## src/design/nlsc_pkg.sv

```systemverilog
// nlsc_pkg: shared constants and types for the length-prefix to start-code converter
// used by nlsc_parser and nal_length_to_start_code_core
`timescale 1ns / 1ps

package nlsc_pkg;

    localparam int unsigned BYTE_W      = 8;
    localparam int unsigned COUNT_W     = 32;
    localparam int unsigned PREFIX_IDX_W = 2;

    localparam logic [BYTE_W-1:0] SPS_FIRST_BYTE  = 8'h67;
    localparam logic [BYTE_W-1:0] START_LAST_BYTE = 8'h01;
    localparam logic [BYTE_W-1:0] START_ZERO_BYTE = 8'h00;

    localparam logic [PREFIX_IDX_W-1:0] PREFIX_LAST_IDX = 2'd3;

    typedef struct packed {
        logic [BYTE_W-1:0] out_byte;
        logic              out_end;
        logic              sps_present;
    } t_result;

endpackage

```

## src/design/nlsc_parser.sv

```systemverilog
// nlsc_parser: per-frame state (prefix position, payload count, sps flag) and the
// byte substitution logic; depends on nlsc_pkg
`timescale 1ns / 1ps

module nlsc_parser (
    input  logic                        i_clk,
    input  logic                        i_rst_n,
    input  logic                        i_advance,
    input  logic [nlsc_pkg::BYTE_W-1:0] i_data_byte,
    input  logic                        i_frame_end,
    output nlsc_pkg::t_result           o_result
);

    logic [nlsc_pkg::PREFIX_IDX_W-1:0] r_prefix_idx, n_prefix_idx;
    logic [3*nlsc_pkg::BYTE_W-1:0]     r_length_acc, n_length_acc;
    logic [nlsc_pkg::COUNT_W-1:0]      r_payload_left, n_payload_left;
    logic                              r_first_pend, n_first_pend;
    logic                              r_sps_found, n_sps_found;

    logic sps_now;
    logic header_done;

    always_comb begin
        sps_now        = r_sps_found
                         | (r_first_pend && (i_data_byte == nlsc_pkg::SPS_FIRST_BYTE));
        header_done    = 1'b0;
        n_prefix_idx   = r_prefix_idx;
        n_length_acc   = r_length_acc;
        n_payload_left = r_payload_left;
        o_result.out_byte = i_data_byte;

        if (r_payload_left != '0) begin
            n_payload_left = r_payload_left - nlsc_pkg::COUNT_W'(1);
        end else if (r_prefix_idx == nlsc_pkg::PREFIX_LAST_IDX) begin
            o_result.out_byte = nlsc_pkg::START_LAST_BYTE;
            header_done       = 1'b1;
            n_payload_left    = {r_length_acc, i_data_byte};
            n_length_acc      = '0;
            n_prefix_idx      = '0;
        end else begin
            o_result.out_byte = nlsc_pkg::START_ZERO_BYTE;
            n_length_acc      = {r_length_acc[2*nlsc_pkg::BYTE_W-1:0], i_data_byte};
            n_prefix_idx      = r_prefix_idx + nlsc_pkg::PREFIX_IDX_W'(1);
        end

        n_first_pend = header_done;
        n_sps_found  = sps_now;

        o_result.out_end     = i_frame_end;
        o_result.sps_present = i_frame_end && sps_now;

        if (i_frame_end) begin
            n_prefix_idx   = '0;
            n_length_acc   = '0;
            n_payload_left = '0;
            n_first_pend   = 1'b0;
            n_sps_found    = 1'b0;
        end
    end

    always_ff @(posedge i_clk) begin
        if (!i_rst_n) begin
            r_prefix_idx   <= '0;
            r_length_acc   <= '0;
            r_payload_left <= '0;
            r_first_pend   <= 1'b0;
            r_sps_found    <= 1'b0;
        end else if (i_advance) begin
            r_prefix_idx   <= n_prefix_idx;
            r_length_acc   <= n_length_acc;
            r_payload_left <= n_payload_left;
            r_first_pend   <= n_first_pend;
            r_sps_found    <= n_sps_found;
        end
    end

`ifndef SYNTHESIS
    // a completed prefix always leaves the first-byte check armed
    a_prefix_arms_check: assert property (@(posedge i_clk) disable iff (!i_rst_n)
        i_advance && header_done && !i_frame_end |=> r_first_pend)
        else $error("first byte check not armed after prefix");

    // frame end returns all state to reset
    a_frame_end_clears: assert property (@(posedge i_clk) disable iff (!i_rst_n)
        i_advance && i_frame_end |=> (r_prefix_idx == '0) && (r_payload_left == '0)
            && !r_sps_found && !r_first_pend)
        else $error("state not cleared at frame end");

    // while payload runs the prefix position stays at its start
    a_payload_no_prefix: assert property (@(posedge i_clk) disable iff (!i_rst_n)
        (r_payload_left != '0) |-> (r_prefix_idx == '0) && (r_length_acc == '0))
        else $error("prefix state busy during payload");
`endif

endmodule

```

## src/design/nal_length_to_start_code_core.sv

```systemverilog
// nal_length_to_start_code_core: top level of the length-prefix to start-code converter
// depends on nlsc_pkg and nlsc_parser
`timescale 1ns / 1ps

// Converts a length-prefixed H.264 frame, one byte per transfer, to start-code form.
// Input channel: i_valid / o_ready with i_data_byte and i_frame_end (last byte).
// Output channel: o_valid / i_ready with o_out_byte, o_out_end and o_sps_present.
// Every input transfer gives exactly one output transfer, in order.
// Each 4-byte big-endian length becomes 00 00 00 01; payload bytes pass unchanged.
// o_sps_present is meaningful with o_out_end: some NAL in the frame began with 0x67.
// Each input byte passes through the input register and then the result register
// on its way to the output channel.
// Throughput: one byte per cycle while i_ready stays high; the per-byte work is a
// 32-bit count-down and a compare between the input register and the result register.
// When the receiver stalls, the result register holds and the input register
// still takes one more byte; o_ready drops only when both are full.
// Reset (i_rst_n low, synchronous) empties both registers and clears the frame state;
// the frame state also clears after every byte marked as frame end.

module nal_length_to_start_code_core (
    input  logic                        i_clk,
    input  logic                        i_rst_n,
    input  logic                        i_valid,
    output logic                        o_ready,
    input  logic [nlsc_pkg::BYTE_W-1:0] i_data_byte,
    input  logic                        i_frame_end,
    output logic                        o_valid,
    input  logic                        i_ready,
    output logic [nlsc_pkg::BYTE_W-1:0] o_out_byte,
    output logic                        o_out_end,
    output logic                        o_sps_present
);

    logic                        r_in_valid;
    logic [nlsc_pkg::BYTE_W-1:0] r_in_byte;
    logic                        r_in_end;
    logic                        r_out_valid;
    nlsc_pkg::t_result           r_result;
    nlsc_pkg::t_result           n_result;

    logic advance;
    logic in_take;

    assign advance = r_in_valid && (!r_out_valid || i_ready);
    assign o_ready = !r_in_valid || advance;
    assign in_take = i_valid && o_ready;

    nlsc_parser u_parser (
        .i_clk       (i_clk),
        .i_rst_n     (i_rst_n),
        .i_advance   (advance),
        .i_data_byte (r_in_byte),
        .i_frame_end (r_in_end),
        .o_result    (n_result)
    );

    always_ff @(posedge i_clk) begin
        if (!i_rst_n) begin
            r_in_valid <= 1'b0;
        end else if (o_ready) begin
            r_in_valid <= i_valid;
        end
    end

    always_ff @(posedge i_clk) begin
        if (in_take) begin
            r_in_byte <= i_data_byte;
            r_in_end  <= i_frame_end;
        end
    end

    always_ff @(posedge i_clk) begin
        if (!i_rst_n) begin
            r_out_valid <= 1'b0;
        end else if (!r_out_valid || i_ready) begin
            r_out_valid <= r_in_valid;
        end
    end

    always_ff @(posedge i_clk) begin
        if (advance) begin
            r_result <= n_result;
        end
    end

    assign o_valid       = r_out_valid;
    assign o_out_byte    = r_result.out_byte;
    assign o_out_end     = r_result.out_end;
    assign o_sps_present = r_result.sps_present;

`ifndef SYNTHESIS
    // sps flag only on the last byte of a frame
    a_sps_only_on_end: assert property (@(posedge i_clk) disable iff (!i_rst_n)
        o_valid && !o_out_end |-> !o_sps_present)
        else $error("sps flag outside frame end");

    // an empty input register never blocks the input channel
    a_ready_when_empty: assert property (@(posedge i_clk) disable iff (!i_rst_n)
        !r_in_valid |-> o_ready)
        else $error("input stalled with empty input register");

    // a held byte moves on as soon as the result register drains
    a_held_byte_moves: assert property (@(posedge i_clk) disable iff (!i_rst_n)
        r_in_valid && r_out_valid && i_ready |=> r_out_valid)
        else $error("held byte did not reach the result register");
`endif

endmodule

```

## config.mk

```make
export PLATFORM = sky130hd
export DESIGN_NAME = nal_length_to_start_code_core
export DESIGN_NICKNAME = d
export VERILOG_FILES = /design/src/design/nlsc_pkg.sv /design/src/design/nlsc_parser.sv /design/src/design/nal_length_to_start_code_core.sv
export SDC_FILE = /design/constraint.sdc
export NUM_CORES = 1
export LEC_CHECK = 0
export BUFFER_PORTS_ARGS = -buffer_cell sky130_fd_sc_hd__buf_2
export CAP_MARGIN = 20
export CORE_MARGIN = 5
export CORE_UTILIZATION = 65
export CTS_BUF_LIST = sky130_fd_sc_hd__clkbuf_4
export DETAILED_ROUTE_END_ITERATION = 8
export GPL_ROUTABILITY_DRIVEN = 1
export HOLD_SLACK_MARGIN = 0.08
export PLACE_DENSITY = 0.85
export REMOVE_ABC_BUFFERS = 1
export SYNTH_ARGS = -nofsm -noshare
export SYNTH_HDL_FRONTEND = slang
export SYNTH_SLANG_ARGS = --single-unit
export TNS_END_PERCENT = 20
```

## constraint.sdc

```tcl
create_clock -name i_clk -period 4.34 [get_ports i_clk]
set_clock_uncertainty 0.15 [all_clocks]
set_input_delay 0.434 -clock i_clk [delete_from_list [all_inputs] [get_ports i_clk]]
set_output_delay 0.434 -clock i_clk [all_outputs]
set_load 0.1 [all_outputs]
```

==> flow_metrics.tcl, run 1 <==
set metrics [dict create \
    diodes 0 \
    synthArstFlopShare 0 \
    final.min_clock_period_ns 2.99 \
    synth_top_flop_cell "dfxtp_1" \
    clockBufferDepth 2 \
    grt_pass1_wl_mm 18.0 \
    clk_latency_ns 0.45 \
    synth-simple-area-share 0.271 \
    synth_fa_ha_area_frac 0.00955 \
    die_w_um 87.8 \
    finalSetupViolCount 0 \
    cts.sinks 81 \
    die_height_um 87.8 \
    drive_above_1_share 0.116 \
    period_share 0.689 \
    maxCapViolations 0 \
    routed_wl_mm 11.2 \
    nFillCells 459 \
    path_cells "or3_1, or4_1, nor4_4, buf_4, o21ai_2, buf_4, nand3_1, o21ai_0" \
    core-area_um2 5890 \
    cts.clk_slew.worst_paths_ns 0.14 \
    dieArea_um2 7700 \
    cts_max_level 3 \
    wl_met3_mm 1.06 \
    synth_area_per_cell_um2 8.31 \
    syn_inst 473 \
    pin_count 25 \
    start_kind "flop" \
    synth_edf_count 19 \
    grt_max_degree 52 \
    topRoutingLayerUsed "met4" \
    io_buffers 24 \
    hold_depth 3 \
    area_growth_pct 10.1 \
    r2r_cells 8 \
    via_per_inst 6.82 \
    synth_top_family_by_area "simple AND/OR/NAND/NOR gates" \
    yosysWarnings 0 \
    grtUsageTotal 0.306 \
    synthXorXnorAreaFrac 0 \
    drv_slew 0 \
    cp_slowest_stage_delay_ns 0.66 \
    cts_tree "built" \
    remaining_drc_errors 0 \
    finalSetupTns_ns 0 \
    slew_headroom 0.373 \
    fin_nets 513 \
    first_iter_violations 509 \
    worstHoldPathType "in2reg" \
    synth_area_um2 3930 \
    rsz0062_at_grt "no" \
    gp_congestion 0.966 \
    ant_nets 0 \
    met1_length_mm 4.60 \
    critPathKind "reg2reg" \
    seq_area_frac_synth 0.461 \
    drt_pass1_iterations 6 \
    synth_seq_cells 81 \
    antenna_found_initial 0 \
    yosysUniqueCellTypes 50 \
    start_util 0.668 \
    crit_path_max_fanout 51 \
    crit_required_ns 4.51 \
    status "completed" \
    synth_compound_area_frac 0.210 \
    synthMuxAreaShare 0.00255 \
    worst_pin_slew_ns 0.936 \
    grt_pass1_vias 3569 \
    routed-wl-met2_mm 5.17 \
    hold_viol 0 \
    cts_root_buf "clkbuf_4" \
    max_freq_mhz 335 \
    rows 28 \
    cts_buffers 9 \
    end_kind "flop" \
    worst-endpoint-arrival_ns 3.16 \
    vias 3937 \
    place_hpwl_mm 7.23 \
    wl_per_cell_um 19.3 \
    crit_slowest_cell "or4_1" \
    cp_common_cell "buf_4" \
    overflow 0 \
]
cell usage after synthesis, drive strengths merged, types with 3 or more instances:
master  count  area [um2]
nand2      30         113
inv        12        45.0
ha          3        37.5
nor3b       3        22.5
clkbuf     25        93.8
nand3      65         325
and2        8        50.1
o21ai      60         300
and4        3        26.3
a31oi      15        93.8
nor3       24         120
nand4       7        43.8
dfxtp      62        1240
and3       10        62.6
or4         4        30.0
o22ai      11        68.8
edfxtp     19         571
a21oi      21         105
nor2       27         101
buf         8        36.3
nor2b       4        25.0
a211oi      8        60.1
nand3b      3        22.5
nor4       11        83.8
cell type report:
class	count	area (um2)	area share
Clock inverter	7	52.6	0.0121
Inverter	13	48.8	0.0113
Tap cell	75	93.8	0.0217
Sequential cell	81	1810	0.419
Timing Repair Buffer	46	308	0.0712
Multi-Input combinational cell	346	1940	0.449
Clock buffer	9	67.6	0.0156
worst paths after layout:
kind	from	to	slack [ns]
worst max-delay path	u_parser.r_payload_left[15]	u_parser.r_length_acc[3]	1.35
worst min-delay path	i_valid	r_in_valid	0.1
worst max register to register	u_parser.r_payload_left[15]	u_parser.r_length_acc[3]	1.35
worst min register to register	u_parser.r_first_pend	u_parser.r_first_pend	0.33
critical path: cells and delay by family (launching register included):
family	cells	cell delay, ns
flops	1	0.37
buf+inv	2	0.51
compound gates	2	0.18
simple gates	4	1.63
routing by layer:
metal,GRT usage,up-vias
li1,-,1831
met1,0.423,1834
met2,0.475,238
met3,0.0433,34
met4,0.142,0
met5,0,-
placed cells by master, fill, tap and decap left out, drive strengths merged, types with 3 or more instances in the layout:
cell type    instances
and2                 8
o22ai               11
a21oi               21
nand3               65
edfxtp              19
nor3                24
dfxtp               62
nand4                7
dlygate4sd3          9
nor3b                3
nor2                27
inv                 15
clkbuf               9
and3                10
ha                   3
nor2b                4
or4                  4
clkinv               4
nand2               30
buf                 37
nor4                11
nand3b               3
a211oi               8
o21ai               60
a31oi               15
and4                 3
logic make-up (layout without fill, tap and decap cells):
| kind of cell | count (synthesis) | in the layout |
|---|---|---|
| compound gates | 138 | 138 |
| fa+ha+maj | 3 | 3 |
| buf+inv | 46 | 75 |
| flops | 81 | 81 |
| mux | 1 | 1 |
| simple gates | 204 | 204 |
repair_timing:
action / in CTS / in global routing
resized for setup: 0 / 0
hold endpoints to repair: 9 / 0
buffers inserted: 0 / 0
hold buffers: 9 / 0
flip-flops by register name (all words and copies together) (netlist names):
name / flops
o_out_byte: 8
o_out_end: 1
o_sps_present: 1
o_valid: 1
r_in_byte: 8
r_in_end: 1
r_in_valid: 1
u_parser.r_first_pend: 1
u_parser.r_length_acc: 24
u_parser.r_payload_left: 32
u_parser.r_prefix_idx: 2
u_parser.r_sps_found: 1
per-stage QoR:
step                hold slack (ns)  cell area, um2  worst slack, ns  std cells   util
global route                 0.0952            4330             1.11        577  0.735
finish                       0.0965            4330             1.35        577  0.735
global placement              0.303            4120             1.45        552  0.699
detailed placement            0.310            4120             1.42        552  0.699
floorplan                     0.287            3800          0.00557        440      -
CTS                          0.0826            4330             1.41        577  0.735
Power of run 1 is not shown: default switching activity piles up to over one toggle a cycle in this logic, so the estimate is an artifact.
==> inputs of run 2 (changes only) <==
Settings changed: CORE_UTILIZATION 65 to 57, PLACE_DENSITY 0.85 to 0.79.
Clock period 4.34 ns to 2.5 ns, I/O delays scaled along.
==> run 2 against run 1 <==
  * The flow now finishes with violations (negative setup slack)
  * Routed wire length grew 7.9%
  * Non-clock buffer count grew 41
  * Design area grew 13%
  * Highest routed layer unchanged
  * Final cell count grew 8.0%
  * Maximum frequency grew 19%
  * Die area grew 12%
  * Count of clock-buffer cells in the layout grew 2
  * Largest cell class unchanged
  * Sequential cell count is the same
==> flow_metrics.tcl, run 2 (synthesis gave the netlist of run 1 again) <==
set metrics [dict create \
    cts.clk_slew.worst_paths_ns 0.14 \
    overflow 0 \
    final.min_clock_period_ns 2.52 \
    end_kind "flop" \
    crit_family "simple AND/OR/NAND/NOR gates" \
    crit_path_max_fanout 12 \
    ant_nets 0 \
    top_register "u_parser.r_payload_left" \
    finalSetupViolCount 2 \
    clk_latency_ns 0.44 \
    drv_slew 0 \
    period_share 1.01 \
    nFillCells 496 \
    maxCapViolations 0 \
    dieArea_um2 8660 \
    start_util 0.582 \
    remaining_drc_errors 0 \
    routed_wl_mm 12.0 \
    grt_max_degree 49 \
    die_w_um 93.0 \
    largest_register_ffs 32 \
    cts_tree "built" \
    rows 30 \
    timing.final.ws_setup_ns -0.0175 \
    io_buffers 24 \
    via_per_inst 6.62 \
    start_kind "flop" \
    layout_common_cells "dfxtp_1 (59), nand3_1 (54), buf_4 (43)" \
    critPathKind "reg2reg" \
    grt_pass1_vias 3664 \
    rsz0062_at_grt "yes" \
    layoutNonFillerInstCount 623 \
    antenna_found_initial 0 \
    grt_pass1_wl_mm 18.5 \
    worst-endpoint-arrival_ns 2.70 \
    whs_ns 0.156 \
    place_hpwl_mm 7.64 \
    core-area_um2 6760 \
    status "complete, but fails checks" \
    hold_viol 0 \
    pin_count 25 \
    wl_per_cell_um 19.3 \
    diodes 0 \
    worst_pin_slew_ns 0.488 \
    drive_above_1_share 0.227 \
    cts_buffers 9 \
    die_height_um 93.0 \
    gp_congestion 0.983 \
    max_freq_mhz 397 \
    placed_cells 586 \
    worstHoldPathType "in2reg" \
    slew_headroom 0.674 \
    crit_slowest_cell "or4_4" \
    final_common_cell "dfxtp_1" \
    clockBufferDepth 2 \
    vias 4124 \
    crit_buf_inv 3 \
    area_growth_pct 24.1 \
    first_iter_violations 496 \
    failed_checks "negative setup slack" \
    cts.sinks 81 \
    drt_pass1_iterations 6 \
    top_regs "u_parser.r_payload_left (32), u_parser.r_length_acc (24)" \
    cts_max_level 3 \
    cp_slowest_stage_delay_ns 0.51 \
    crit_required_ns 2.68 \
    path_cells "or3_4, or4_4, nor4_4, buf_4, buf_6, o21ai_4, clkbuf_16, nand3_1, o21ai_1" \
    cts_root_buf "clkbuf_4" \
    fin_nets 554 \
    grtUsageTotal 0.273 \
]
==> run 2: cell types whose count changed in the layout (fill, tap and decap cells not counted), moves of 3 or more <==
cell	before	now
o21ai_0	58	31
clkbuf_16	0	3
o21ai_1	1	27
nand3_2	0	11
dfxtp_1	62	59
nand3_1	65	54
dfxtp_2	0	3
buf_4	13	43
dlygate4sd3_1	9	12
==> run 2: worst paths after layout <==
| check | startpoint | endpoint | slack, ns | depth (start not counted) |
|---|---|---|---|---|
| worst max register to register | u_parser.r_payload_left[21] | u_parser.r_length_acc[12] | -0.02 | 9 |
| worst min-delay path | i_rst_n | u_parser.r_payload_left[23] | 0.16 | 3 |
| worst max-delay path | u_parser.r_payload_left[21] | u_parser.r_length_acc[12] | -0.02 | 9 |
| worst min register to register | u_parser.r_length_acc[21] | u_parser.r_length_acc[21] | 0.33 | 2 |
==> run 2: what timing repair did <==
item,4_1_cts,5_1_grt
resized for setup,3,56
setup endpoints to repair,52,58
setup buffers,1,4
hold buffers,12,0
hold endpoints to repair,11,0
pin swaps,1,5
gates cloned,0,4
==> run 2: per-stage QoR <==
stage / instance area [um2] / TNS, ns / worst slack, ns / util
5_1_grt: 4880 / -0.727 / -0.0917 / 0.722
3_3_place_gp: 4360 / -0.695 / -0.0441 / 0.646
3_5_place_dp: 4360 / -2.49 / -0.0862 / 0.646
6_report: 4880 / -0.0196 / -0.0175 / 0.722
4_1_cts: 4630 / 0 / 0.0135 / 0.685
2_1_floorplan: 3800 / -76.82 / -1.83 / -
==> run 2: metal layers <==
metal,routed length (um),track usage
met3,1130,0.0636
met4,405,0.122
met5,0,0
met1,4980,0.371
met2,5520,0.416
==> run 2: final cells by class <==
cell class,count,area [um2],share of cell area
clock inverters,5,38.8,0.00795
well taps,80,100,0.0205
flip-flops and latches,81,1820,0.372
multi-input cells,346,2070,0.425
inverters,13,48.8,0.0100
clock buffers,11,82.6,0.0169
repair buffers,87,716,0.147
==> run 2: worst register-to-register path, delay by kind of cell (launching register included) <==
family | cells | cell delay (ns)
flip-flops | 1 | 0.34
AND/OR/NAND/NOR | 4 | 1.22
buffers and inverters | 3 | 0.52
AO/OA/AOI/OAI | 2 | 0.20
Power of run 2 is left out for the same reason.
==> inputs of run 3 (changes only) <==
Settings changed: SETUP_SLACK_MARGIN set to 0.2.
==> run 3 against run 2 <==
  * The flow still finishes with violations (negative setup slack)
  * Critical path type unchanged
  * Sequential share of layout area shrank 1.1 points
  * Global-route usage increased by 1.2 points
  * Design area grew 3.2%
  * Non-clock buffer count is 4 higher
  * Setup slack worse by 0.027 ns
  * First-iteration DRC count rose by 11%
  * Via count rose by 3.5%
  * Routed wire length grew 7.5%
  * Utilization is 2.3 points higher
  * Maximum frequency fell by 1.1%
  * Count of clock-buffer cells in the layout is the same
  * Hold slack gained 0.023 ns
==> flow_metrics.tcl, run 3 (synthesis gave the netlist of run 1 again) <==
set metrics [dict create \
    status "complete, but fails checks" \
    failed_checks "negative setup slack" \
    maxCapViolations 0 \
    start_kind "flop" \
    period_share 1.02 \
    seq_area_um2 1820 \
    vias 4268 \
    drt_pass1_iterations 7 \
    area_growth_pct 28.0 \
    cts.sinks 81 \
    r2r-end "u_parser.r_length_acc[21]" \
    crit_path_max_fanout 8 \
    core-area_um2 6760 \
    top_regs "u_parser.r_payload_left (32), u_parser.r_length_acc (24)" \
    grt_max_degree 45 \
    whs_ns 0.179 \
    r2r_cells 9 \
    io_buffers 24 \
    hold_depth 4 \
    final.min_clock_period_ns 2.54 \
    clk_latency_ns 0.43 \
    remaining_drc_errors 0 \
    worstHoldPathType "in2reg" \
    die_w_um 93.0 \
    grtUsageTotal 0.285 \
    rr_startpoint "u_parser.r_payload_left[21]" \
    routed_wl_mm 12.9 \
    ant_nets 0 \
    multiInputGateArea_um2 2170 \
    end_kind "flop" \
    diodes 0 \
    rows 30 \
    worst_pin_slew_ns 0.507 \
    cts_buffers 9 \
    grt_pass1_vias 3777 \
    largest_register_ffs 32 \
    critPathKind "reg2reg" \
    finalSetupTns_ns -0.259 \
    max_freq_mhz 393 \
    nFillCells 464 \
    finalSetupViolCount 19 \
    worst-endpoint-arrival_ns 2.71 \
    hold_start "i_rst_n" \
    clockBufferDepth 2 \
    drive_above_1_share 0.271 \
    die_height_um 93.0 \
    cts_root_buf "clkbuf_4" \
    cts_tree "built" \
    crit_required_ns 2.66 \
    start_util 0.582 \
    final_common_cell "dfxtp_1" \
    via_per_inst 6.81 \
    place_hpwl_mm 7.64 \
    cts_max_level 3 \
    wl_per_cell_um 20.6 \
    fin_nets 558 \
    hold_viol 0 \
    cts.clk_slew.worst_paths_ns 0.15 \
    overflow 0 \
    drv_slew 0 \
    antenna_found_initial 0 \
    hold_end "u_parser.r_sps_found" \
    slew_headroom 0.661 \
    timing.final.ws_setup_ns -0.0449 \
    first_iter_violations 549 \
    r2r_slack_ns -0.04 \
    gp_congestion 0.983 \
    grt_pass1_wl_mm 19.3 \
    top_register "u_parser.r_payload_left" \
    layout_common_cells "dfxtp_1 (57), nand3_1 (52), buf_4 (40)" \
    dieArea_um2 8660 \
    rsz0062_at_grt "yes" \
    pin_count 25 \
]
## run 3: metal layers
metal | part of all wire | global-route usage | up-vias
li1 | - | - | 1913
met1 | 0.39 | 0.386 | 1994
met2 | 0.46 | 0.441 | 302
met3 | 0.11 | 0.0595 | 59
met4 | 0.045 | 0.126 | 0
met5 | 0 | 0 | -
## run 3: final cells by class
type,count,share of cell area
clock buffer,11,0.0164
clock inverter,5,0.00771
inverter,13,0.00970
multi-input combinational,346,0.431
sequential,81,0.361
tap,80,0.0199
timing repair buffer,91,0.153
## run 3: what timing repair did
action / CTS / global route
pin swaps: 4 / 9
gates cloned: 1 / 5
endpoints found under the setup margin: 60 / 60
resized for setup: 16 / 80
setup buffers: 3 / 4
hold buffers: 12 / 0
endpoints found under the hold margin: 11 / 0
## run 3: worst max-delay path by stage
stage | slack [ns] | start | endpoint
floorplan | -1.83 | u_parser.r_payload_left[15] | u_parser.r_prefix_idx[1]
CTS | 0.03 | u_parser.r_payload_left[15] | u_parser.r_prefix_idx[1]
finish | -0.04 | u_parser.r_payload_left[21] | u_parser.r_length_acc[21]
detailed placement | -0.09 | u_parser.r_payload_left[15] | u_parser.r_payload_left[5]
global placement | -0.04 | u_parser.r_payload_left[15] | u_parser.r_payload_left[18]
global route | -0.07 | u_parser.r_payload_left[21] | u_parser.r_length_acc[21]
## run 3: metrics by stage
| stage | util | instances | worst slack [ns] | instance area (um2) |
|---|---|---|---|---|
| after floorplan | - | 440 | -1.83 | 3800 |
| after global placement | 0.646 | 586 | -0.0441 | 4360 |
| after detailed placement | 0.646 | 586 | -0.0862 | 4360 |
| after CTS | 0.698 | 618 | 0.0316 | 4720 |
| after global routing | 0.744 | 627 | -0.0658 | 5030 |
| final | 0.744 | 627 | -0.0449 | 5030 |
## run 3: worst max-delay path, stage by stage (launching register included)
cell and delay (ns):
dfxtp_2 0.34, or3_4 0.41, or4_4 0.51, nor4_4 0.22, buf_4 0.18, buf_6 0.12, o21ai_4 0.14, clkbuf_16 0.22
nand3_2 0.07, o21ai_1 0.08
Power of run 3 is left out for the same reason.
